## config.mk

```make
export PLATFORM = sky130hd
export DESIGN_NAME = plc_reply_deframer
export DESIGN_NICKNAME = d
export VERILOG_FILES = /design/src/rtl/prd_pkg.sv /design/src/rtl/prd_classify.sv /design/src/rtl/prd_parser.sv /design/src/rtl/plc_reply_deframer.sv
export SDC_FILE = /design/constraint.sdc
export NUM_CORES = 1
export LEC_CHECK = 0
export BUFFER_PORTS_ARGS = -buffer_cell sky130_fd_sc_hd__buf_2
export CORE_AREA = 2 2 116 118
export DETAILED_ROUTE_END_ITERATION = 10
export DIE_AREA = 0 0 118 120
export HOLD_SLACK_MARGIN = 0.12
export SLEW_MARGIN = 25
export SYNTH_ARGS = -nofsm -noshare
export SYNTH_HDL_FRONTEND = slang
export SYNTH_SLANG_ARGS = --single-unit
```

## constraint.sdc

```tcl
create_clock -name clk_i -period 2.73 [get_ports clk_i]
set_input_delay 0 -clock clk_i [delete_from_list [all_inputs] [get_ports clk_i]]
set_output_delay 0 -clock clk_i [all_outputs]
set_load 0.01 [all_outputs]
```

## src/rtl/prd_pkg.sv

```systemverilog
// ----------------------------------------------------------------------------
// prd_pkg: shared types and constants of the controller reply deframer
// Result codes, end code classes, error codes and the list of protocol
// error end codes used by the classifier.
// ----------------------------------------------------------------------------
package prd_pkg;

  typedef enum logic [1:0] {
    KIND_DATA  = 2'd0,
    KIND_END   = 2'd1,
    KIND_ERROR = 2'd2
  } kind_e;

  typedef enum logic [1:0] {
    CLASS_SUCCESS  = 2'd0,
    CLASS_DEVICE   = 2'd1,
    CLASS_PROTOCOL = 2'd2,
    CLASS_UNKNOWN  = 2'd3
  } end_class_e;

  typedef enum logic [1:0] {
    ERR_SUBHEADER = 2'd0,
    ERR_SERIAL    = 2'd1,
    ERR_LENGTH    = 2'd2
  } error_code_e;

  typedef enum logic {
    REG_FRAME_IS_4E     = 1'b0,
    REG_EXPECTED_SERIAL = 1'b1
  } reg_index_e;

  localparam logic [7:0] SUBHEADER_B0 = 8'hD0;
  localparam logic [7:0] SUBHEADER_B1 = 8'h00;
  localparam logic [3:0] HDR_LEN_3E   = 4'd9;
  localparam logic [3:0] HDR_LEN_4E   = 4'd11;
  localparam logic [15:0] MIN_LENGTH  = 16'd2;

  localparam logic [15:0] CODE_SUCCESS  = 16'h0000;
  localparam logic [15:0] CODE_DEV_B5   = 16'hC0B5;
  localparam logic [15:0] CODE_DEV_200  = 16'hC200;
  localparam logic [15:0] CODE_DEV_201  = 16'hC201;

  localparam int unsigned NumProtoCodes = 13;
  localparam logic [15:0] PROTO_CODES [NumProtoCodes] = '{
    16'h0005, 16'h0006, 16'hC050, 16'hC051, 16'hC052, 16'hC056, 16'hC058,
    16'hC059, 16'hC05B, 16'hC05C, 16'hC05F, 16'hC060, 16'hC061
  };

  typedef struct packed {
    logic        frame_is_4e;
    logic [15:0] expected_serial;
  } cfg_t;

  typedef struct packed {
    logic        valid;
    kind_e       kind;
    logic [7:0]  data_byte;
    logic [15:0] reply_code;
    error_code_e error_code;
    logic        last;
  } step_t;

endpackage

```

## src/rtl/prd_classify.sv

```systemverilog
// ----------------------------------------------------------------------------
// prd_classify: end code classifier
// Sorts a registered end code into success, device-level, known protocol
// error or unknown.
// ----------------------------------------------------------------------------
module prd_classify (
  input  logic [15:0]               reply_code_i,
  output prd_pkg::end_class_e       end_class_o
);

  logic proto_hit;

  always_comb begin
    proto_hit = 1'b0;
    for (int i = 0; i < prd_pkg::NumProtoCodes; i++) begin
      if (reply_code_i == prd_pkg::PROTO_CODES[i]) begin
        proto_hit = 1'b1;
      end
    end
  end

  always_comb begin
    if (reply_code_i == prd_pkg::CODE_SUCCESS) begin
      end_class_o = prd_pkg::CLASS_SUCCESS;
    end else if (reply_code_i == prd_pkg::CODE_DEV_B5 ||
                 reply_code_i == prd_pkg::CODE_DEV_200 ||
                 reply_code_i == prd_pkg::CODE_DEV_201) begin
      end_class_o = prd_pkg::CLASS_DEVICE;
    end else if (proto_hit) begin
      end_class_o = prd_pkg::CLASS_PROTOCOL;
    end else begin
      end_class_o = prd_pkg::CLASS_UNKNOWN;
    end
  end

endmodule

```

## src/rtl/prd_parser.sv

```systemverilog
// ----------------------------------------------------------------------------
// prd_parser: reply header walker
// Holds the header position and length state and works out, for each
// accepted byte, the result it causes and the next state.
// ----------------------------------------------------------------------------
module prd_parser (
  input  logic            clk_i,
  input  logic            rst_ni,
  input  logic            accept_i,
  input  logic [7:0]      rx_byte_i,
  input  prd_pkg::cfg_t   cfg_i,
  output prd_pkg::step_t  step_o
);

  logic [3:0]  pos_q, pos_d;
  logic        in_payload_q, in_payload_d;
  logic [7:0]  low_q, low_d;
  logic [15:0] length_q, length_d;
  logic [15:0] remain_q, remain_d;
  logic [3:0]  hdr;
  logic [15:0] word;

  assign hdr  = cfg_i.frame_is_4e ? prd_pkg::HDR_LEN_4E : prd_pkg::HDR_LEN_3E;
  assign word = {rx_byte_i, low_q};

  always_comb begin
    pos_d        = pos_q;
    in_payload_d = in_payload_q;
    low_d        = low_q;
    length_d     = length_q;
    remain_d     = remain_q;
    step_o       = '0;
    step_o.kind       = prd_pkg::KIND_DATA;
    step_o.error_code = prd_pkg::ERR_SUBHEADER;

    if (in_payload_q) begin
      step_o.valid     = 1'b1;
      step_o.data_byte = rx_byte_i;
      remain_d         = remain_q - 16'd1;
      if (remain_d == '0) begin
        step_o.last  = 1'b1;
        pos_d        = '0;
        in_payload_d = 1'b0;
      end
    end else if (pos_q == 4'd0 || pos_q == 4'd1) begin
      if (rx_byte_i != ((pos_q == 4'd0) ? prd_pkg::SUBHEADER_B0 : prd_pkg::SUBHEADER_B1)) begin
        step_o.valid      = 1'b1;
        step_o.kind       = prd_pkg::KIND_ERROR;
        step_o.error_code = prd_pkg::ERR_SUBHEADER;
        step_o.last       = 1'b1;
        pos_d             = '0;
      end else begin
        pos_d = pos_q + 4'd1;
      end
    end else if (pos_q > hdr + 4'd1) begin
      pos_d = '0;
    end else begin
      pos_d = pos_q + 4'd1;
      if (cfg_i.frame_is_4e && pos_q == 4'd2) begin
        low_d = rx_byte_i;
      end else if (cfg_i.frame_is_4e && pos_q == 4'd3) begin
        if (word != cfg_i.expected_serial) begin
          step_o.valid      = 1'b1;
          step_o.kind       = prd_pkg::KIND_ERROR;
          step_o.error_code = prd_pkg::ERR_SERIAL;
          step_o.last       = 1'b1;
          pos_d             = '0;
        end
      end else if (pos_q == hdr - 4'd2 || pos_q == hdr) begin
        low_d = rx_byte_i;
      end else if (pos_q == hdr - 4'd1) begin
        length_d = word;
        if (word < prd_pkg::MIN_LENGTH) begin
          step_o.valid      = 1'b1;
          step_o.kind       = prd_pkg::KIND_ERROR;
          step_o.error_code = prd_pkg::ERR_LENGTH;
          step_o.last       = 1'b1;
          pos_d             = '0;
        end
      end else if (pos_q == hdr + 4'd1) begin
        step_o.valid      = 1'b1;
        step_o.kind       = prd_pkg::KIND_END;
        step_o.reply_code = word;
        remain_d          = length_q - prd_pkg::MIN_LENGTH;
        pos_d             = '0;
        if (remain_d == '0) begin
          step_o.last = 1'b1;
        end else begin
          in_payload_d = 1'b1;
        end
      end
    end
  end

  always_ff @(posedge clk_i or negedge rst_ni) begin
    if (!rst_ni) begin
      pos_q        <= '0;
      in_payload_q <= 1'b0;
      low_q        <= '0;
      length_q     <= '0;
      remain_q     <= '0;
    end else if (accept_i) begin
      pos_q        <= pos_d;
      in_payload_q <= in_payload_d;
      low_q        <= low_d;
      length_q     <= length_d;
      remain_q     <= remain_d;
    end
  end

endmodule

```

## src/rtl/plc_reply_deframer.sv

```systemverilog
// ----------------------------------------------------------------------------
// plc_reply_deframer: binary 3E/4E controller reply deframer
// Walks reply headers byte by byte and delivers end codes, data bytes and
// header errors.
// ----------------------------------------------------------------------------
// Reply bytes enter on the rx_byte channel (in_valid_i / in_ready_o), one
// transfer per byte. Results leave on the output channel (out_valid_o /
// out_ready_i) with kind, data_byte, reply_code, end_class, error_code and last.
// A byte that causes a result shows it in the cycle after its transfer, from the
// result register; header bytes that cause no result are consumed silently.
// Throughput is one byte per cycle while no result is stalled: the header state
// update and the result decode are combinational between the accepted byte and
// the result register. While the result register holds a result that the
// receiver has not taken, in_ready_o is low; it rises in the same cycle that
// out_ready_i takes the result, so a steady receiver sees no bubbles.
// Reset clears the header position, the payload state and the result register;
// the block then expects the first subheader byte. frame_is_4e (index 0) and
// expected_serial (index 1) reset to zero. The user must write them through
// cfg_we_i only while no reply is in flight; the block does not enforce this.
// ----------------------------------------------------------------------------
module plc_reply_deframer (
  input  logic        clk_i,
  input  logic        rst_ni,
  input  logic        cfg_we_i,
  input  logic        cfg_index_i,
  input  logic [15:0] cfg_wdata_i,
  input  logic        in_valid_i,
  output logic        in_ready_o,
  input  logic [7:0]  rx_byte_i,
  output logic        out_valid_o,
  input  logic        out_ready_i,
  output logic [1:0]  kind_o,
  output logic [7:0]  data_byte_o,
  output logic [15:0] reply_code_o,
  output logic [1:0]  end_class_o,
  output logic [1:0]  error_code_o,
  output logic        last_o
);

  prd_pkg::cfg_t       cfg_q;
  prd_pkg::step_t      step;
  prd_pkg::step_t      res_q;
  logic                out_valid_q;
  logic                accept;
  prd_pkg::end_class_e end_class;

  always_ff @(posedge clk_i or negedge rst_ni) begin
    if (!rst_ni) begin
      cfg_q <= '0;
    end else if (cfg_we_i) begin
      case (prd_pkg::reg_index_e'(cfg_index_i))
        prd_pkg::REG_FRAME_IS_4E:     cfg_q.frame_is_4e     <= cfg_wdata_i[0];
        prd_pkg::REG_EXPECTED_SERIAL: cfg_q.expected_serial <= cfg_wdata_i;
        default:                      cfg_q                 <= cfg_q;
      endcase
    end
  end

  assign in_ready_o = !out_valid_q || out_ready_i;
  assign accept     = in_valid_i && in_ready_o;

  prd_parser u_parser (
    .clk_i     (clk_i),
    .rst_ni    (rst_ni),
    .accept_i  (accept),
    .rx_byte_i (rx_byte_i),
    .cfg_i     (cfg_q),
    .step_o    (step)
  );

  always_ff @(posedge clk_i or negedge rst_ni) begin
    if (!rst_ni) begin
      out_valid_q <= 1'b0;
    end else if (accept && step.valid) begin
      out_valid_q <= 1'b1;
    end else if (out_ready_i) begin
      out_valid_q <= 1'b0;
    end
  end

  always_ff @(posedge clk_i or negedge rst_ni) begin
    if (!rst_ni) begin
      res_q <= '0;
    end else if (accept && step.valid) begin
      res_q <= step;
    end
  end

  prd_classify u_classify (
    .reply_code_i (res_q.reply_code),
    .end_class_o  (end_class)
  );

  assign out_valid_o  = out_valid_q;
  assign kind_o       = res_q.kind;
  assign data_byte_o  = res_q.data_byte;
  assign reply_code_o = res_q.reply_code;
  assign end_class_o  = (res_q.kind == prd_pkg::KIND_END) ? end_class : prd_pkg::CLASS_SUCCESS;
  assign error_code_o = res_q.error_code;
  assign last_o       = res_q.last;

  assert property (@(posedge clk_i) disable iff (!rst_ni)
    !(accept && out_valid_q && !out_ready_i))
    else $error("Byte transfer taken while a result was stalled.");

  assert property (@(posedge clk_i) disable iff (!rst_ni)
    out_valid_q && res_q.kind == prd_pkg::KIND_ERROR |-> res_q.last)
    else $error("Header error result without last.");

  assert property (@(posedge clk_i) disable iff (!rst_ni)
    out_valid_q |-> res_q.kind != 2'd3)
    else $error("Result kind out of range.");

  assert property (@(posedge clk_i) disable iff (!rst_ni)
    out_valid_q && res_q.kind != prd_pkg::KIND_DATA |-> res_q.data_byte == '0)
    else $error("Data byte set on a non-data result.");

  assert property (@(posedge clk_i) disable iff (!rst_ni)
    accept && step.valid |=> out_valid_q)
    else $error("Result lost after a byte transfer.");

endmodule

```

# ---- Yosys cells after proc, flatten, opt, wreduce, memory -nomap -nowiden
# Index checks and enable logic that the tools add are counted.
dict set report totals {
  reg_bits 92
  in_bits 30
  output_inout_bits 33
  word_cells 178
}
dict set report op_classes {
  add_sub_neg 6
  magnitude_cmp 2
  n_eq_ne 34
  n_mux 93
  bitwise_logic 7
  n_reduce_logical 23
}
# cell n
set op_table {}
lappend op_table {{16-bit equality test, second input constant} 14}
lappend op_table {{16-bit two-way mux} 12}
lappend op_table {{3-bit two-way mux} 20}
lappend op_table {{19-bit two-way mux} 3}
lappend op_table {{16-bit zero test} 3}
lappend op_table {{4-bit two-way mux} 12}
lappend op_table {{8-bit two-way mux} 5}
lappend op_table {{1-bit two-way mux} 33}
lappend op_table {{16-bit by 3-bit equality test with 1-bit output, second input constant} 2}
lappend op_table {{18-bit two-way mux} 1}
lappend op_table {{4-bit equality test} 4}
lappend op_table {{16-bit by 2-bit < comparator with 1-bit output, second input constant} 1}
lappend op_table {{16-bit inequality test} 1}
lappend op_table {{8-bit AND reduction} 2}
lappend op_table {{16-bit by 1-bit subtractor with 16-bit output, second input constant} 1}
lappend op_table {{16-bit by 2-bit subtractor with 16-bit output, second input constant} 1}
lappend op_table {{2-bit two-way mux} 7}
lappend op_table {{2-bit by 1-bit inequality test with 1-bit output, second input constant} 7}
lappend op_table {{4-bit by 1-bit adder with 4-bit output, second input constant} 2}
lappend op_table {{4-bit by 2-bit equality test with 1-bit output, second input constant} 2}
lappend op_table {{8-bit inequality test} 1}
lappend op_table {{1-bit NOT} 7}
lappend op_table {{2-bit AND reduction} 3}
lappend op_table {{6-bit AND reduction} 1}
lappend op_table {{11 further kinds} 20}

# ---- Logic depth before layout (Yosys ltp)
dict set report depth {
  ltp_word 18
  mapped_depth 11
  mapped_depth_nobuf 9
}

# ---- By module
# A second synthesis with hierarchy kept.
dict set report hier_totals {
  hier_cells 532
  hier_area_um2 5464.0
}
# module instances cells_each area_each_um2 seq_area_each_um2
set modules_own_cells {}
lappend modules_own_cells {prd_parser 1 400 3443.3 1126.1}
lappend modules_own_cells {plc_reply_deframer 1 106 1841.8 1176.1}
lappend modules_own_cells {prd_classify 1 26 178.9 0.0}

# ---- Worst setup path after synthesis
# OpenSTA, ideal clock, no wires.
dict set report synth_timing {
  path_kind {register to register}
  startpoint {register cfg_q[16] (netlist name)}
  endpoint {register u_parser.length_q[10]}
  setup_time_ps 125
  arrival_time_ps 2166
  t_required_ps 2605
  slack_ps 439
  stages_incl_launch_ff 10
  path_buffers 1
  period_less_slack_ps 2291
  cell_sequence {dfrtp_1 inv_1 ha_1 nor2b_1 o221ai_1 nand2_1 nor2_1 nand3_1 buf_2 mux2_2}
}
dict set report synth_via {
  elab_chain_cells 6
  elab_cells_between_ends 16
  cone_classes {add/sub: 3; order compare: 1; eq/ne: 3; mux: 1; bitwise: 4; reduce/logical: 4}
}
# element line
set synth_rtl {}
lappend synth_rtl {{start: declaration} plc_reply_deframer.sv:40} ;# prd_pkg::cfg_t cfg_q;
lappend synth_rtl {{start signal: assignment} plc_reply_deframer.sv:54} ;# default: cfg_q <= cfg_q;
lappend synth_rtl {{branches (longest 5 deep; another with 4-bit by 1-bit adder with 4-bit output)} -}
lappend synth_rtl {{8-bit AND reduction (no source line) (*)} -}
lappend synth_rtl {{end signal: assignment} prd_parser.sv:106} ;# length_q <= length_d;
lappend synth_rtl {{end: declaration} prd_parser.sv:18} ;# logic [15:0] length_q, length_d;
# Every way passes the cells marked *.
# A chain may end at the register's enable or synchronous reset.

# ---- Final worst setup path
dict set report layout_timing {
  startpoint {register u_parser.length_q[1]}
  endpoint {register res_q (netlist bit last_o)}
}
dict set report layout_via {
  elab_chain_cells 11
}
# element line
set layout_rtl {}
lappend layout_rtl {{16-bit by 2-bit subtractor with 16-bit output} prd_parser.sv:84} ;# remain_d = length_q - prd_pkg::MIN_LENGTH;
lappend layout_rtl {{16-bit zero test} prd_parser.sv:86} ;# if (remain_d == '0) begin
lappend layout_rtl {{1-bit two-way mux} prd_parser.sv:86}
lappend layout_rtl {{1-bit two-way mux} prd_parser.sv:80} ;# end else if (pos_q == hdr + 4'd1) begin
lappend layout_rtl {{1-bit two-way mux} prd_parser.sv:71} ;# end else if (pos_q == hdr - 4'd1) begin
lappend layout_rtl {{19-bit two-way mux} prd_parser.sv:69} ;# end else if (pos_q == hdr - 4'd2 || pos_q == hdr) begin
lappend layout_rtl {{3-bit two-way mux} prd_parser.sv:61} ;# end else if (cfg_i.frame_is_4e && pos_q == 4'd3) begin
lappend layout_rtl {{19-bit two-way mux} prd_parser.sv:59} ;# if (cfg_i.frame_is_4e && pos_q == 4'd2) begin
lappend layout_rtl {{19-bit two-way mux} prd_parser.sv:55} ;# end else if (pos_q > hdr + 4'd1) begin
lappend layout_rtl {{3-bit two-way mux} prd_parser.sv:45} ;# end else if (pos_q == 4'd0 || pos_q == 4'd1) begin
lappend layout_rtl {{1-bit two-way mux} prd_parser.sv:36} ;# if (in_payload_q) begin
lappend layout_rtl {{end signal: assignment} plc_reply_deframer.sv:85} ;# res_q <= step;
lappend layout_rtl {{end: declaration} plc_reply_deframer.sv:42} ;# prd_pkg::step_t res_q;
# No other way between the ends.

==> metrics.md <==
| Metric | Value |
|---|---|
| Worst Max-Slew Pin Slew | approximately 0.73 ns |
| R2r startpoint | u_parser.length_q[1] |
| Min-delay worst type | in -> async |
| Fraction of layout cells with a size suffix above 1 | 0.230 |
| I/O pin cnt | 63 |
| Crit-path max cell delay | about 0.43 ns |
| EDFF count, synth | 0 |
| RSZ-0062 raised after global routing | no |
| Initial DRC count | between 200 and 300 |
| WL final | around 13 mm |
| Num CTS Buffers | 9 |
| CTS max path bufs | 2 |
| Fillers | roughly 1200 |
| Max-Cap Viols | 0 |
| FF+latch count, synth | 92 |
| Synth warnings | 0 |
| Synth unique cells | just over 60 |
| CTS tree | yes |
| ANT cells | 0 |
| Die ar. | 14200 um^2 |
| Clk_skew | slightly below 0.01 ns |
| Max VDD drop | about 0.00032 V |
| CP arrival | between 2 and 3 ns |
| Vias in the first global route | roughly 4200 |
| Slowest CP cell | dfrtp_1 |
| Relative slew slack | 0.515 |
| HPWL Detailed | between 9 and 10 mm |
| Crit-path max FO | 6 |
| Die W | around 120 um |
| Avg WL per Cell | between 15 and 20 um |
| Worst Setup End Kind | flop |
| Cells after synthesis | 530 |
| Dominant synthesized flop cell | dfrtp_1 |
| Clk sinks | 92 |
| Clock latency on the worst-skew pair | 0.35 ns |
| Mapped Area | between 5000 and 6000 um^2 |
| Worst-path cell chain | inv_1, ha_1, or3b_1, or2_1, nor2_1, mux2_2, nand4b_1, o211ai_1, a22o_1 |
| Starting Density | 0.390 |
| Port bufs | slightly above 60 |
| Async SR Flop Fraction | 1.00 |
| Count of final hold-check violations | 0 |
| Tcrit/Tclk final | 0.913 |
| Crit start category | flop |
| Core area | ~13000 um^2 |
| Worst flop-to-flop path endpoint | last_o |
| Clock slew at reported path FFs | ~0.060 ns |
| Vias per inst | ~5.4 |
| Largest net degree at the start of global routing | 57 |
| Fin cells | ~800 |
| Syn Area/Cell | about 9.6 um^2 |
| Initial antenna violation count | 0 |
| Grt ovf | 0 |
| P_leak | ~2.9 nW |
| PD cells | around 470 nW/um^2 |
| Worst Path Buf+Inv | 1 |
| Global-route wire length before repair | 21.7 mm |
| TNS Setup | 0 ns |
| Reg-to-reg slack, setup | 0.24 ns |
| Row cnt | 42 |
| Net count, final | approximately 660 |
| Die Y | roughly 120 um |
| Placed cells | 761 |
| Remaining DRCs | 0 |
| DR pass1 iterations | 5 |
| Worst EP required | 2.96 ns |
| Clock Tree Root | clkbuf_16 |
| Cells on worst reg2reg path | 9 |
| Max-slew violation count | 0 |
| # setup viols final | 0 |
| Period minus WS final | approximately 2.5 ns |
| Synth-to-layout area growth | 22.6% |
| Post-CTS Setup Repair Bufs | 0 |
| Antenna viol nets, final | 0 |
| H-tree Lvls | 3 |
| Register area share after synthesis | 0.454 |
| Post-Syn Nets | between 500 and 600 |
| Gr usage total | 0.193 |
| Minimum hold slack | between 0.2 and 0.3 ns |
| FMAX | approximately 400 MHz |
| Kind of critical path | reg -> reg |
| Vias | ~4300 |
| Final weighted congestion in routability-driven placement | between 0.8 and 0.9 |
| CP top delay family | simple AND/OR/NAND/NOR gates |
| Status | finished clean |
worst max-delay path by stage:
stage	slack, ns	cells past startpoint	start	end
global route	0.12	9	u_parser.length_q[1]	last_o
floorplan	0.44	9	cfg_q[16]	u_parser.length_q[10]
global placement	0.36	9	u_parser.length_q[1]	last_o
finish	0.24	9	u_parser.length_q[1]	last_o
CTS	0.24	9	u_parser.length_q[1]	last_o
detailed placement	0.26	9	u_parser.length_q[1]	last_o
registers in the layout, indices dropped and copies added (netlist names):
register	count
u_parser.low_q	8
kind_o	2
data_byte_o	8
out_valid_o	1
cfg_q	17
error_code_o	2
u_parser.in_payload_q	1
u_parser.remain_q	16
u_parser.length_q	16
reply_code_o	16
u_parser.pos_q	4
last_o	1
what timing repair did:
| action | 4_1_cts | 5_1_grt |
|---|---|---|
| hold buffers | 29 | 0 |
| gates resized for setup | 0 | 0 |
| setup endpoints to repair | 0 | 0 |
| endpoints found under the hold margin | 105 | 0 |
per-layer routing:
layer  track usage  wire (um)
met4        0.0670        286
met1         0.250       5920
met2         0.321       6410
met5             0          0
met3        0.0394        552
synthesized netlist by cell type, drive strengths merged, types with 4 or more instances:
cell    count  area share
nor3       10      0.0099
xnor2      23       0.040
ha          9       0.022
buf         8      0.0086
nor4        8       0.011
or3         5      0.0062
mux2       42       0.093
clkbuf     16       0.012
o31ai       6      0.0089
a31oi       5      0.0062
a21oi      27       0.027
nand3      22       0.022
xor2       11       0.019
nand4      12       0.016
inv        15       0.011
o21ai      34       0.034
dfrtp      92        0.45
and2        6      0.0074
o22a        4      0.0069
nand2      83       0.061
nor2       31       0.024
or4         5      0.0081
where the power goes:
group	internal (mW)	leakage, nW	total (mW)	switching, mW
sequential	1.41	1.22	1.45	0.0373
combinational	0.145	1.56	0.297	0.152
clock	0.624	0.129	1.18	0.557
logic make-up after synthesis:
kind of cell / synth area share
mux: 0.0973
simple gates: 0.201
compound gates: 0.135
xor+xnor: 0.0587
fa+ha+maj: 0.0222
buf+inv: 0.0316
flops: 0.454
stage by stage:
stage / area [um^2] / total power, mW / util / worst slack [ns]
after floorplan: 5070 / 1.62 / - / 0.439
after global placement: 5650 / 1.73 / 0.435 / 0.365
after detailed placement: 5650 / 1.74 / 0.435 / 0.263
after CTS: 6210 / 2.96 / 0.479 / 0.241
after global routing: 6210 / 3.05 / 0.479 / 0.119
final: 6210 / 2.93 / 0.479 / 0.238
worst register-to-register path, cell delays in order (launching register included):
cell	delay (ns)
dfrtp_1	0.43
inv_1	0.10
ha_1	0.17
or3b_1	0.40
or2_1	0.30
nor2_1	0.20
mux2_2	0.36
nand4b_1	0.13
o211ai_1	0.10
a22o_1	0.19
layout make-up:
type,instances,area (um^2),area share
clock buffer,10,229,0.0368
clock inverter,6,46.3,0.00745
inverter,15,56.3,0.00906
multi-input combinational,399,2620,0.421
sequential,92,2300,0.370
tap,176,220,0.0354
timing repair buffer,108,743,0.120
cells in the final DEF, fill, tap and decap left out, types with 15 or more instances in the layout:
cell / instances
dfrtp_1: 92
nand2_1: 83
buf_2: 61
mux2_2: 42
o21ai_0: 31
nor2_1: 30
dlygate4sd3_1: 29
a21oi_1: 27
xnor2_1: 23
nand3_1: 22
buf_4: 17
inv_1: 15
Note: power is estimated with default switching activity, not from simulation.
